File: src/hw/rtl/cobsd_pkg.sv
// Shared types and constants for the COBS stream deframer.
// No dependencies; every other file refers to this package by scoped names.
package cobsd_pkg;

  localparam int unsigned BYTE_W    = 8;
  localparam int unsigned CNT_W     = 13;
  localparam int unsigned STATUS_W  = 2;
  localparam int unsigned APB_AW    = 3;
  localparam int unsigned APB_DW    = 32;

  // Hard limit on raw bytes per frame.
  localparam logic [CNT_W-1:0] MAX_BUFFER      = 13'd4096;
  localparam logic [CNT_W-1:0] MAX_FRAME_RESET = 13'd256;

  localparam logic [BYTE_W-1:0] DELIM_BYTE = 8'h00;
  localparam logic [BYTE_W-1:0] FULL_CODE  = 8'hFF;

  // Register index, taken from paddr[2]
  localparam logic REG_MAX_FRAME = 1'b0;

  typedef enum logic [STATUS_W-1:0] {
    ST_OK       = 2'd0,
    ST_EMPTY    = 2'd1,
    ST_TRUNC    = 2'd2,
    ST_OVERFLOW = 2'd3
  } status_e;

  typedef struct packed {
    logic [BYTE_W-1:0] out_byte;
    logic              byte_valid;
    logic              frame_end;
    status_e           frame_status;
    logic [CNT_W-1:0]  frame_length;
  } res_t;

endpackage

File: src/hw/rtl/cobsd_if.sv
// Valid/ready channel interfaces for raw input words and decoded result words.
// Depends on cobsd_pkg for field widths.
interface cobsd_in_if;
  logic                             valid;
  logic                             ready;
  logic [cobsd_pkg::BYTE_W-1:0]     rx_byte;

  modport source (output valid, output rx_byte, input ready);
  modport sink   (input valid, input rx_byte, output ready);
endinterface

interface cobsd_out_if;
  logic                             valid;
  logic                             ready;
  logic [cobsd_pkg::BYTE_W-1:0]     out_byte;
  logic                             byte_valid;
  logic                             frame_end;
  logic [cobsd_pkg::STATUS_W-1:0]   frame_status;
  logic [cobsd_pkg::CNT_W-1:0]      frame_length;

  modport source (output valid, output out_byte, output byte_valid, output frame_end,
                  output frame_status, output frame_length, input ready);
  modport sink   (input valid, input out_byte, input byte_valid, input frame_end,
                  input frame_status, input frame_length, output ready);
endinterface

File: src/hw/rtl/cobsd_cfg.sv
// APB register block: holds max_frame_bytes and the clamped frame capacity.
// Depends on cobsd_pkg.
module cobsd_cfg (
  input  logic                             clk_i,
  input  logic                             rst_ni,
  input  logic                             psel,
  input  logic                             penable,
  input  logic                             pwrite,
  input  logic [cobsd_pkg::APB_AW-1:0]     paddr,
  input  logic [cobsd_pkg::APB_DW-1:0]     pwdata,
  output logic [cobsd_pkg::APB_DW-1:0]     prdata,
  output logic                             pready,
  output logic [cobsd_pkg::CNT_W-1:0]      cap_o
);

  logic [cobsd_pkg::CNT_W-1:0] max_frame_q, max_frame_d;
  logic [cobsd_pkg::CNT_W-1:0] cap_q, cap_d;
  logic                        wr_en;
  logic                        sel_max;

  assign pready  = 1'b1;
  assign sel_max = (paddr[2] == cobsd_pkg::REG_MAX_FRAME);
  assign wr_en   = psel && penable && pwrite && sel_max;

  always_comb begin
    max_frame_d = max_frame_q;
    cap_d       = cap_q;
    if (wr_en) begin
      max_frame_d = pwdata[cobsd_pkg::CNT_W-1:0];
      // clamp once here so the datapath only compares
      cap_d = (pwdata[cobsd_pkg::CNT_W-1:0] > cobsd_pkg::MAX_BUFFER) ?
              cobsd_pkg::MAX_BUFFER : pwdata[cobsd_pkg::CNT_W-1:0];
    end
  end

  always_ff @(posedge clk_i or negedge rst_ni) begin
    if (!rst_ni) begin
      max_frame_q <= cobsd_pkg::MAX_FRAME_RESET;
      cap_q       <= cobsd_pkg::MAX_FRAME_RESET;
    end else begin
      max_frame_q <= max_frame_d;
      cap_q       <= cap_d;
    end
  end

  assign prdata = sel_max ?
                  {{(cobsd_pkg::APB_DW-cobsd_pkg::CNT_W){1'b0}}, max_frame_q} :
                  '0;
  assign cap_o  = cap_q;

endmodule

File: src/hw/rtl/cobsd_core.sv
// Frame state and per-word decode: group counting, zero insertion, frame status.
// Depends on cobsd_pkg (res_t, status codes, widths).
module cobsd_core (
  input  logic                          clk_i,
  input  logic                          rst_ni,
  input  logic                          adv_i,
  input  logic [cobsd_pkg::BYTE_W-1:0]  byte_i,
  input  logic [cobsd_pkg::CNT_W-1:0]   cap_i,
  output logic                          res_valid_o,
  output cobsd_pkg::res_t               res_o
);

  logic [cobsd_pkg::BYTE_W-1:0] grp_q, grp_d;
  logic                         full_q, full_d;
  logic                         start_q, start_d;
  logic [cobsd_pkg::CNT_W-1:0]  raw_q, raw_d;
  logic [cobsd_pkg::CNT_W-1:0]  dec_q, dec_d;
  logic                         ovf_q, ovf_d;

  always_comb begin
    grp_d       = grp_q;
    full_d      = full_q;
    start_d     = start_q;
    raw_d       = raw_q;
    dec_d       = dec_q;
    ovf_d       = ovf_q;
    res_valid_o = 1'b0;
    res_o       = '0;

    if (byte_i == cobsd_pkg::DELIM_BYTE) begin
      res_valid_o = 1'b1;
      res_o.frame_end = 1'b1;
      if (ovf_q) begin
        res_o.frame_status = cobsd_pkg::ST_OVERFLOW;
      end else if (raw_q == '0) begin
        res_o.frame_status = cobsd_pkg::ST_EMPTY;
      end else if (grp_q != '0) begin
        res_o.frame_status = cobsd_pkg::ST_TRUNC;
      end else begin
        res_o.frame_status = cobsd_pkg::ST_OK;
        res_o.frame_length = dec_q;
      end
      grp_d   = '0;
      full_d  = 1'b0;
      start_d = 1'b1;
      raw_d   = '0;
      dec_d   = '0;
      ovf_d   = 1'b0;
    end else if (ovf_q || (raw_q >= cap_i)) begin
      ovf_d = 1'b1;
    end else begin
      raw_d = raw_q + 1'b1;
      if (grp_q != '0) begin
        grp_d = grp_q - 1'b1;
        dec_d = dec_q + 1'b1;
        res_valid_o      = 1'b1;
        res_o.out_byte   = byte_i;
        res_o.byte_valid = 1'b1;
      end else begin
        // code word: a zero goes out between groups unless the last code was full
        grp_d   = byte_i - 1'b1;
        full_d  = (byte_i == cobsd_pkg::FULL_CODE);
        start_d = 1'b0;
        if (!start_q && !full_q) begin
          dec_d = dec_q + 1'b1;
          res_valid_o      = 1'b1;
          res_o.byte_valid = 1'b1;
        end
      end
    end
  end

  always_ff @(posedge clk_i or negedge rst_ni) begin
    if (!rst_ni) begin
      grp_q   <= '0;
      full_q  <= 1'b0;
      start_q <= 1'b1;
      raw_q   <= '0;
      dec_q   <= '0;
      ovf_q   <= 1'b0;
    end else if (adv_i) begin
      grp_q   <= grp_d;
      full_q  <= full_d;
      start_q <= start_d;
      raw_q   <= raw_d;
      dec_q   <= dec_d;
      ovf_q   <= ovf_d;
    end
  end

endmodule

File: src/hw/rtl/cobs_stream_deframer.sv
// COBS stream deframer top level: input word register, decode core, result register.
// Depends on cobsd_pkg, cobsd_if, cobsd_cfg and cobsd_core.
//
// Usage:
//   in_i  carries raw received bytes (rx_byte); a zero byte is the frame delimiter.
//   out_o carries decoded words: data bytes (byte_valid = 1) and one frame-end
//         word per delimiter with frame_status and frame_length.
//   Code words that open a frame's first group, or follow a 0xFF code, and bytes
//   past the capacity give no output word.
//   APB address 0 holds max_frame_bytes (reset 256); the capacity is clamped to 4096.
// Timing:
//   An accepted byte is held in the input register until the result register is
//   free or being drained; its output word, if any, is then loaded into the
//   result register, which drives out_o.valid.
//   One byte per cycle is sustained while out_o.ready stays high; the combinational
//   decode step and one result register set that rate.
// Reset and stall:
//   rst_ni clears the frame state, so the first byte after reset is a code byte,
//   and empties both registers. While out_o.ready is low a full result register holds;
//   the input register still takes one more byte if empty, then in_i.ready drops.
module cobs_stream_deframer (
  input  logic                           clk_i,
  input  logic                           rst_ni,
  cobsd_in_if.sink                       in_i,
  cobsd_out_if.source                    out_o,
  input  logic                           psel,
  input  logic                           penable,
  input  logic                           pwrite,
  input  logic [cobsd_pkg::APB_AW-1:0]   paddr,
  input  logic [cobsd_pkg::APB_DW-1:0]   pwdata,
  output logic [cobsd_pkg::APB_DW-1:0]   prdata,
  output logic                           pready
);

  logic                          in_valid_q, in_valid_d;
  logic [cobsd_pkg::BYTE_W-1:0]  in_byte_q;
  logic                          out_valid_q, out_valid_d;
  cobsd_pkg::res_t               out_res_q;
  logic                          adv;
  logic                          core_res_valid;
  cobsd_pkg::res_t               core_res;
  logic [cobsd_pkg::CNT_W-1:0]   cap;
  logic                          in_take;

  cobsd_cfg u_cfg (
    .clk_i   (clk_i),
    .rst_ni  (rst_ni),
    .psel    (psel),
    .penable (penable),
    .pwrite  (pwrite),
    .paddr   (paddr),
    .pwdata  (pwdata),
    .prdata  (prdata),
    .pready  (pready),
    .cap_o   (cap)
  );

  cobsd_core u_core (
    .clk_i       (clk_i),
    .rst_ni      (rst_ni),
    .adv_i       (adv),
    .byte_i      (in_byte_q),
    .cap_i       (cap),
    .res_valid_o (core_res_valid),
    .res_o       (core_res)
  );

  // the held word moves on whenever the result slot is free or being drained
  assign adv      = in_valid_q && (!out_valid_q || out_o.ready);
  assign in_i.ready = !in_valid_q || adv;
  assign in_take  = in_i.valid && in_i.ready;

  always_comb begin
    in_valid_d = in_valid_q;
    if (in_take) begin
      in_valid_d = 1'b1;
    end else if (adv) begin
      in_valid_d = 1'b0;
    end
    out_valid_d = out_valid_q;
    if (adv && core_res_valid) begin
      out_valid_d = 1'b1;
    end else if (out_o.ready) begin
      out_valid_d = 1'b0;
    end
  end

  always_ff @(posedge clk_i or negedge rst_ni) begin
    if (!rst_ni) begin
      in_valid_q  <= 1'b0;
      out_valid_q <= 1'b0;
    end else begin
      in_valid_q  <= in_valid_d;
      out_valid_q <= out_valid_d;
    end
  end

  always_ff @(posedge clk_i) begin
    if (in_take) begin
      in_byte_q <= in_i.rx_byte;
    end
    if (adv && core_res_valid) begin
      out_res_q <= core_res;
    end
  end

  assign out_o.valid        = out_valid_q;
  assign out_o.out_byte     = out_res_q.out_byte;
  assign out_o.byte_valid   = out_res_q.byte_valid;
  assign out_o.frame_end    = out_res_q.frame_end;
  assign out_o.frame_status = out_res_q.frame_status;
  assign out_o.frame_length = out_res_q.frame_length;

  // input only backs up when both registers are full and the sink stalls
  a_ready_low_only_when_full: assert property (
    @(posedge clk_i) disable iff (!rst_ni)
    !in_i.ready |-> (in_valid_q && out_valid_q && !out_o.ready)
  ) else $error("input stalled without a full pipeline");

  // a delimiter that moves on always yields a frame-end word next cycle
  a_delim_gives_end: assert property (
    @(posedge clk_i) disable iff (!rst_ni)
    (adv && (in_byte_q == cobsd_pkg::DELIM_BYTE)) |=> (out_valid_q && out_res_q.frame_end)
  ) else $error("delimiter produced no frame-end word");

  // failed frames report zero length
  a_err_len_zero: assert property (
    @(posedge clk_i) disable iff (!rst_ni)
    (out_valid_q && out_res_q.frame_end && (out_res_q.frame_status != cobsd_pkg::ST_OK))
      |-> (out_res_q.frame_length == '0)
  ) else $error("nonzero length on a failed frame");

endmodule
File: src/flat_wrapper.sv
// flat-port wrapper written by rule: the top's interface ports become plain ports
module cobs_stream_deframer_flat 
  (clk_i, rst_ni, psel, penable, pwrite, paddr, pwdata, prdata, pready, in_i_valid, in_i_rx_byte, in_i_ready, out_o_valid, out_o_out_byte, out_o_byte_valid, out_o_frame_end, out_o_frame_status, out_o_frame_length, out_o_ready);
  cobsd_in_if in_i_i ();
  cobsd_out_if out_o_i ();
  input  logic clk_i;
  input  logic rst_ni;
  input  logic psel;
  input  logic penable;
  input  logic pwrite;
  input  logic [cobsd_pkg::APB_AW-1:0] paddr;
  input  logic [cobsd_pkg::APB_DW-1:0] pwdata;
  output logic [cobsd_pkg::APB_DW-1:0] prdata;
  output logic pready;
  input wire logic [$bits(in_i_i.valid)-1:0] in_i_valid;
  input wire logic [$bits(in_i_i.rx_byte)-1:0] in_i_rx_byte;
  output wire logic [$bits(in_i_i.ready)-1:0] in_i_ready;
  output wire logic [$bits(out_o_i.valid)-1:0] out_o_valid;
  output wire logic [$bits(out_o_i.out_byte)-1:0] out_o_out_byte;
  output wire logic [$bits(out_o_i.byte_valid)-1:0] out_o_byte_valid;
  output wire logic [$bits(out_o_i.frame_end)-1:0] out_o_frame_end;
  output wire logic [$bits(out_o_i.frame_status)-1:0] out_o_frame_status;
  output wire logic [$bits(out_o_i.frame_length)-1:0] out_o_frame_length;
  input wire logic [$bits(out_o_i.ready)-1:0] out_o_ready;
  assign in_i_i.valid = in_i_valid;
  assign in_i_i.rx_byte = in_i_rx_byte;
  assign in_i_ready = in_i_i.ready;
  assign out_o_valid = out_o_i.valid;
  assign out_o_out_byte = out_o_i.out_byte;
  assign out_o_byte_valid = out_o_i.byte_valid;
  assign out_o_frame_end = out_o_i.frame_end;
  assign out_o_frame_status = out_o_i.frame_status;
  assign out_o_frame_length = out_o_i.frame_length;
  assign out_o_i.ready = out_o_ready;
  cobs_stream_deframer u_core (.clk_i(clk_i), .rst_ni(rst_ni), .in_i(in_i_i), .out_o(out_o_i), .psel(psel), .penable(penable), .pwrite(pwrite), .paddr(paddr), .pwdata(pwdata), .prdata(prdata), .pready(pready));
endmodule
File: config.mk
export PLATFORM = sky130hd
export DESIGN_NAME = cobs_stream_deframer_flat
export DESIGN_NICKNAME = d
export VERILOG_FILES = /design/src/hw/rtl/cobsd_pkg.sv /design/src/hw/rtl/cobsd_if.sv /design/src/hw/rtl/cobsd_cfg.sv /design/src/hw/rtl/cobsd_core.sv /design/src/hw/rtl/cobs_stream_deframer.sv /design/src/flat_wrapper.sv
export SDC_FILE = /design/constraint.sdc
export NUM_CORES = 1
export LEC_CHECK = 0
export ABC_AREA = 1
export BUFFER_PORTS_ARGS = -buffer_cell sky130_fd_sc_hd__buf_4
export CORE_AREA = 2 2 91 114
export CTS_BUF_LIST = sky130_fd_sc_hd__clkbuf_16
export CTS_CLUSTER_SIZE = 25
export DETAILED_ROUTE_END_ITERATION = 16
export DIE_AREA = 0 0 93 116
export PLACE_DENSITY = 0.76
export SETUP_SLACK_MARGIN = 0.1
export SYNTH_ARGS = -nofsm -noshare
export SYNTH_HDL_FRONTEND = slang
export SYNTH_SLANG_ARGS = --single-unit
File: constraint.sdc
create_clock -name clk_i -period 4.5 [get_ports clk_i]
set_input_delay 0.225 -clock clk_i [delete_from_list [all_inputs] [get_ports clk_i]]
set_output_delay 0.225 -clock clk_i [all_outputs]
set_load 0.01 [all_outputs]
Word level (Yosys, flattened, before mapping) --
Cells that the tools add are included.
Word-level totals: bits in registers 98, input bits 50, output and inout bits 60, logic and storage cells 90
Operators by class: add/sub/neg operators 4, magnitude comparators 2, equal/unequal tests 3, mux-type cells 34, bitwise logic cells 3, reductions and logical operators 28
Operators by type and width (number):
- $mux W13 | 11
- $add A13 B1 Y13 const B | 2
- $mux W8 | 3
- $mux W1 | 16
- $mux W16 | 1
- $sub A8 B1 Y8 const B | 2
- $ge A13 B13 Y1 | 1
- $gt A13 B13 Y1 const B | 1
- $logic_not A13 Y1 | 1
- $eq A8 B8 Y1 const B | 1
- $logic_not A8 Y1 | 1
- $reduce_bool A8 Y1 | 1
- $logic_and A1 B1 Y1 | 7
- $mux W2 | 3
- $reduce_and A3 Y1 | 2
- $reduce_bool A2 Y1 | 3
- $logic_not A1 Y1 | 4
- $ne A2 B2 Y1 const B | 2
- $reduce_and A2 Y1 | 2
- $reduce_or A4 Y1 | 1
- $logic_or A1 B1 Y1 | 3
- $not A1 Y1 | 3
- $reduce_bool A3 Y1 | 1
- $reduce_or A3 Y1 | 1
- $reduce_or A2 Y1 | 1

Depth between registers and ports, before layout --
word-level depth 8, depth in mapped cells 13, mapped depth without buffers 12

Hierarchy --
Synthesis repeated with hierarchy kept, for this count alone.
Unflattened totals: cell total of the unflattened synthesis 668, area, all modules 5615.4 µm²
By module, submodules not included:
- cobsd_core | instances 1, cells each 450, area each 3114.2 µm², sequential area each 927.1 µm²
- cobsd_cfg | instances 1, cells each 170, area each 1401.3 µm², sequential area each 653.1 µm²
- cobs_stream_deframer | instances 1, cells each 48, area each 1099.8 µm², sequential area each 1041.0 µm²

Least setup slack after synthesis --
Ideal clock, no wire load.
kind register -> register, from register u_core.u_cfg.cap_q, in the netlist u_core.u_cfg.cap_o[8], to register u_core.out_res_q, in the netlist u_core.out_o.byte_valid, enable pin, library setup time 0.382 ns, arrival 2.297 ns, path slack 1.821 ns, stages on the path, launching flop included 13, clock period less this slack 2.679 ns, cells stage by stage dfstp_2 > inv_1 > ha_1 > nand2_1 > inv_1 > nand2_1 > nand2_1 > a21oi_2 > nand4_4 > nor2_4 > nand2_4 > buf_6 > nand2_1
On the way: longest elaborated chain between the ends 5
Ends and longest elaborated chain:
- start, declared | line cobsd_cfg.sv:17 | logic [cobsd_pkg::CNT_W-1:0] cap_q, cap_d;
- start signal, assigned | line cobsd_cfg.sv:39 | cap_q <= cobsd_pkg::MAX_FRAME_RESET;
- start signal, assigned | line cobsd_cfg.sv:42 | cap_q <= cap_d;
- $ge A13 B13 Y1 | line cobsd_core.sv:49 | end else if (ovf_q || (raw_q >= cap_i)) begin
- $logic_or A1 B1 Y1 | line cobsd_core.sv:49
- $mux W1 | line cobsd_core.sv:49
- $mux W1 | line cobsd_core.sv:30 | if (byte_i == cobsd_pkg::DELIM_BYTE) begin
- $logic_and A1 B1 Y1 | line cobs_stream_deframer.sv:102 | if (adv && core_res_valid) begin
- end signal, assigned | line cobs_stream_deframer.sv:103 | out_res_q <= core_res;
- end, declared | line cobs_stream_deframer.sv:38 | cobsd_pkg::res_t out_res_q;
No other way between the ends. A chain may end at the register's enable or synchronous reset.

Final worst setup path --
from register u_core.u_cfg.cap_q, in the netlist u_core.u_cfg.cap_o[8], to register u_core.out_res_q, in the netlist u_core.out_o.frame_length[6], enable pin
Same word-level chain as after synthesis.

==> flow_summary.toml <==
[setup_path]
start_kind = "register"
critical_path_peak_fanout = 25
required_ps = 4470
crit_type = "register to register"
worstSetupEndpoint = "u_core.out_o.frame_length[6]"
arrival_ps = 2910
r2r-end = "u_core.out_o.frame_length[6]"
end_kind = "register"
ff2ff_path_depth = 11
reg2reg_slack_ps = 1570
crit_path_start = "u_core.u_cfg.cap_o[8]"
regToRegStartpoint = "u_core.u_cfg.cap_o[8]"

[yosys]
postSynthCellCount = 595
synth_top_area_share_pct = 29.69
synth_area_mm2 = 0.005226
synth.distinct_cells = 38
synth.cells.most_frequent = "nand2_1, inv_1, nor2_1"
yosysMostFrequentCell = "nand2_1"
yosysSeqAreaShare_pct = 50.16
synth.top_cells.by_area = "dfrtp_1, edfxtp_1, nand2_1"
synth_ff_type = "dfrtp_1"
yosysTopAreaCell = "dfrtp_1"
ys_ff_latch = 98
synthArstFlopShare_pct = 66.33
synth_edf_count = 33
syn_area_per_cell_um2 = 8.784
yosysWarnings = 0

[cts]
clkTransAtPathRegs_ps = 60
ctsResizeCount = 0
clock-sinks = 98
htree_levels = 3
tritoncts = "done"
cts_buffer_depth = 2
cts_hold_buf = 0
post_cts.repair.setup_buffers = 0
cts_buffers = 9
cts-root-buf = "clkbuf_16"
insertion_delay_ps = 350

[timing]
fmax_mhz = 340.8
slew_viol_final = 0
final_hold_viol_count = 47
finClkSkew_ps = 8.451
tightest_slew_ps = 1154
post-route-period-util_pct = 65.20
setup_violations = 0
min_period_ps = 2934
relSlewSlack_pct = 22.98
holdWs_ps = -36.95
tns_ps = 0
rsz0062_at_grt = "false"

[power_and_ir_drop]
p_total_uw = 2483
p_leak_uw = 0.002916
power_density_mw_per_mm2 = 413.7
pwr-share-clk_pct = 30.8
intPower_uw = 1684
vdd_drop_max_v = 0.0002392
switching_share_pct = 32.16
comb_power_share_pct = 25.4
switching_power_uw = 798.3
seqPwrFrac_pct = 43.8

[place]
hpwlAfterDp_um = 7626
place_inst = 768
gp_congestion = 0.8899
io_buffers = 68

[global_route]
grt_overflow = 0
antenna_found_initial = 0
grt_pass1_wl_um = 17630
grt_max_degree = 66
track_usage_pct = 20.73
first_global_vias = 3933

[hold_path]
hold_path.class = "primary input to asynchronous set/reset pin"

[die]
coreArea_mm2 = 0.009609
start_util_pct = 54.39
dieWidth_um = 93
rows = 40
dieArea_mm2 = 0.01079
ioPinCount = 110
die_height_um = 116

[flow_run]
drv_cap = 0

[run_status]
outcome = "finished, violations left"
violations = "hold timing"

[layout]
drive_gt1_share_pct = 15.96
area_delta_synth_final_pct = 14.82
layoutNonFillerInstCount = 784
diodes = 0
final_nets = 720

[drt]
ant_nets = 0
remaining_drc_errors = 0
drtPass1Iterations = 4
wl_um = 10460
wl_per_cell_um = 13.35
drtIter0Drc = 210
vias = 4104
routed_via_density = 5.235
## cell families after synthesis
kind of cell,Yosys count,share of synthesized area [%]
AND/OR/NAND/NOR,286,25.59
buffers and inverters,108,9.911
flip-flops,98,50.16
AO/OA/AOI/OAI,62,6.440
XOR/XNOR,22,3.687
adder cells (fa/ha/maj),17,4.070
other,2,0.1437
## flip-flops by register name, summed over array words and instances (netlist names), 2 cells and up
signal / cells
u_core.in_byte_q: 8
u_core.out_o.frame_status: 2
u_core.out_o.frame_length: 13
u_core.out_o.out_byte: 8
u_core.u_cfg.max_frame_q: 13
u_core.u_core.dec_q: 13
u_core.u_cfg.cap_o: 13
u_core.u_core.raw_q: 13
u_core.u_core.grp_q: 8
## worst min-delay path by stage
stage / start / endpoint / slack [ps] / depth (start not counted)
2_1_floorplan: rst_ni / u_core.in_valid_q / -70 / 0
3_3_place_gp: rst_ni / u_core.u_cfg.max_frame_q[9] / 380 / 1
3_5_place_dp: rst_ni / u_core.u_cfg.max_frame_q[9] / 370 / 1
4_1_cts: rst_ni / u_core.u_cfg.max_frame_q[9] / 10 / 1
5_1_grt: in_i_rx_byte[7] / u_core.in_byte_q[7] / 40 / 1
6_report: rst_ni / u_core.u_cfg.max_frame_q[9] / -40 / 1
## layout make-up
class	instances	area [um2]
clock inverter	7	70.07
tap	126	157.7
fill	836	3608
clock buffer	9	225.2
sequential	98	2621
multi-input combinational	407	2157
inverter	69	259.0
timing repair buffer	68	510.5
## metal layers
metal | track usage, % | part of all wire [%]
met3 | 3.381 | 5.3
met5 | 0 | 0
met1 | 24.30 | 40
met2 | 36.91 | 53
met4 | 10.29 | 1.8
## metrics by stage
stage	area [um2]	setup WS, ps	hold slack, ps	utilization [%]
3_5_place_dp	5705	1549	374.6	59.38
5_1_grt	6001	1309	43.88	62.45
4_1_cts	6001	1531	10.20	62.45
2_1_floorplan	5294	1821	-70.59	-
6_report	6001	1566	-36.95	62.45
3_3_place_gp	5705	1593	382.8	59.38
## worst max-delay path, cell delays in order (launching register included)
cell and delay [ps]:
dfstp_2 510, inv_1 50, ha_1 310, nand2_1 70, inv_1 40, nand2_1 60, nand2_1 60, a21oi_2 160
nand4_4 180, nor2_4 240, nand2_4 170, nand2_1 710
## cells in the final DEF (no fill, tap or decap), types with 5 or more instances in the layout
| cell type | count |
|---|---|
| xor2_1 | 19 |
| ha_1 | 17 |
| o22ai_1 | 11 |
| nor4_1 | 5 |
| inv_1 | 68 |
| clkbuf_16 | 9 |
| nor2_1 | 62 |
| nand3_1 | 33 |
| conb_1 | 20 |
| nor3b_1 | 9 |
| o21ai_1 | 10 |
| edfxtp_1 | 33 |
| buf_4 | 68 |
| nand2_1 | 121 |
| a21oi_1 | 14 |
| nor3_1 | 13 |
| o21ai_0 | 22 |
| nand4_1 | 25 |
| dfrtp_1 | 62 |
## power groups by stage
stage,Combinational (uW),Sequential [uW],Clock (uW)
final,630,1090,764
after global routing,727,1100,821
after CTS,632,1090,773
after detailed placement,627,1100,0
after global placement,592,1100,0
after floorplan,491,1080,0
(Power assumes the default switching activity.)
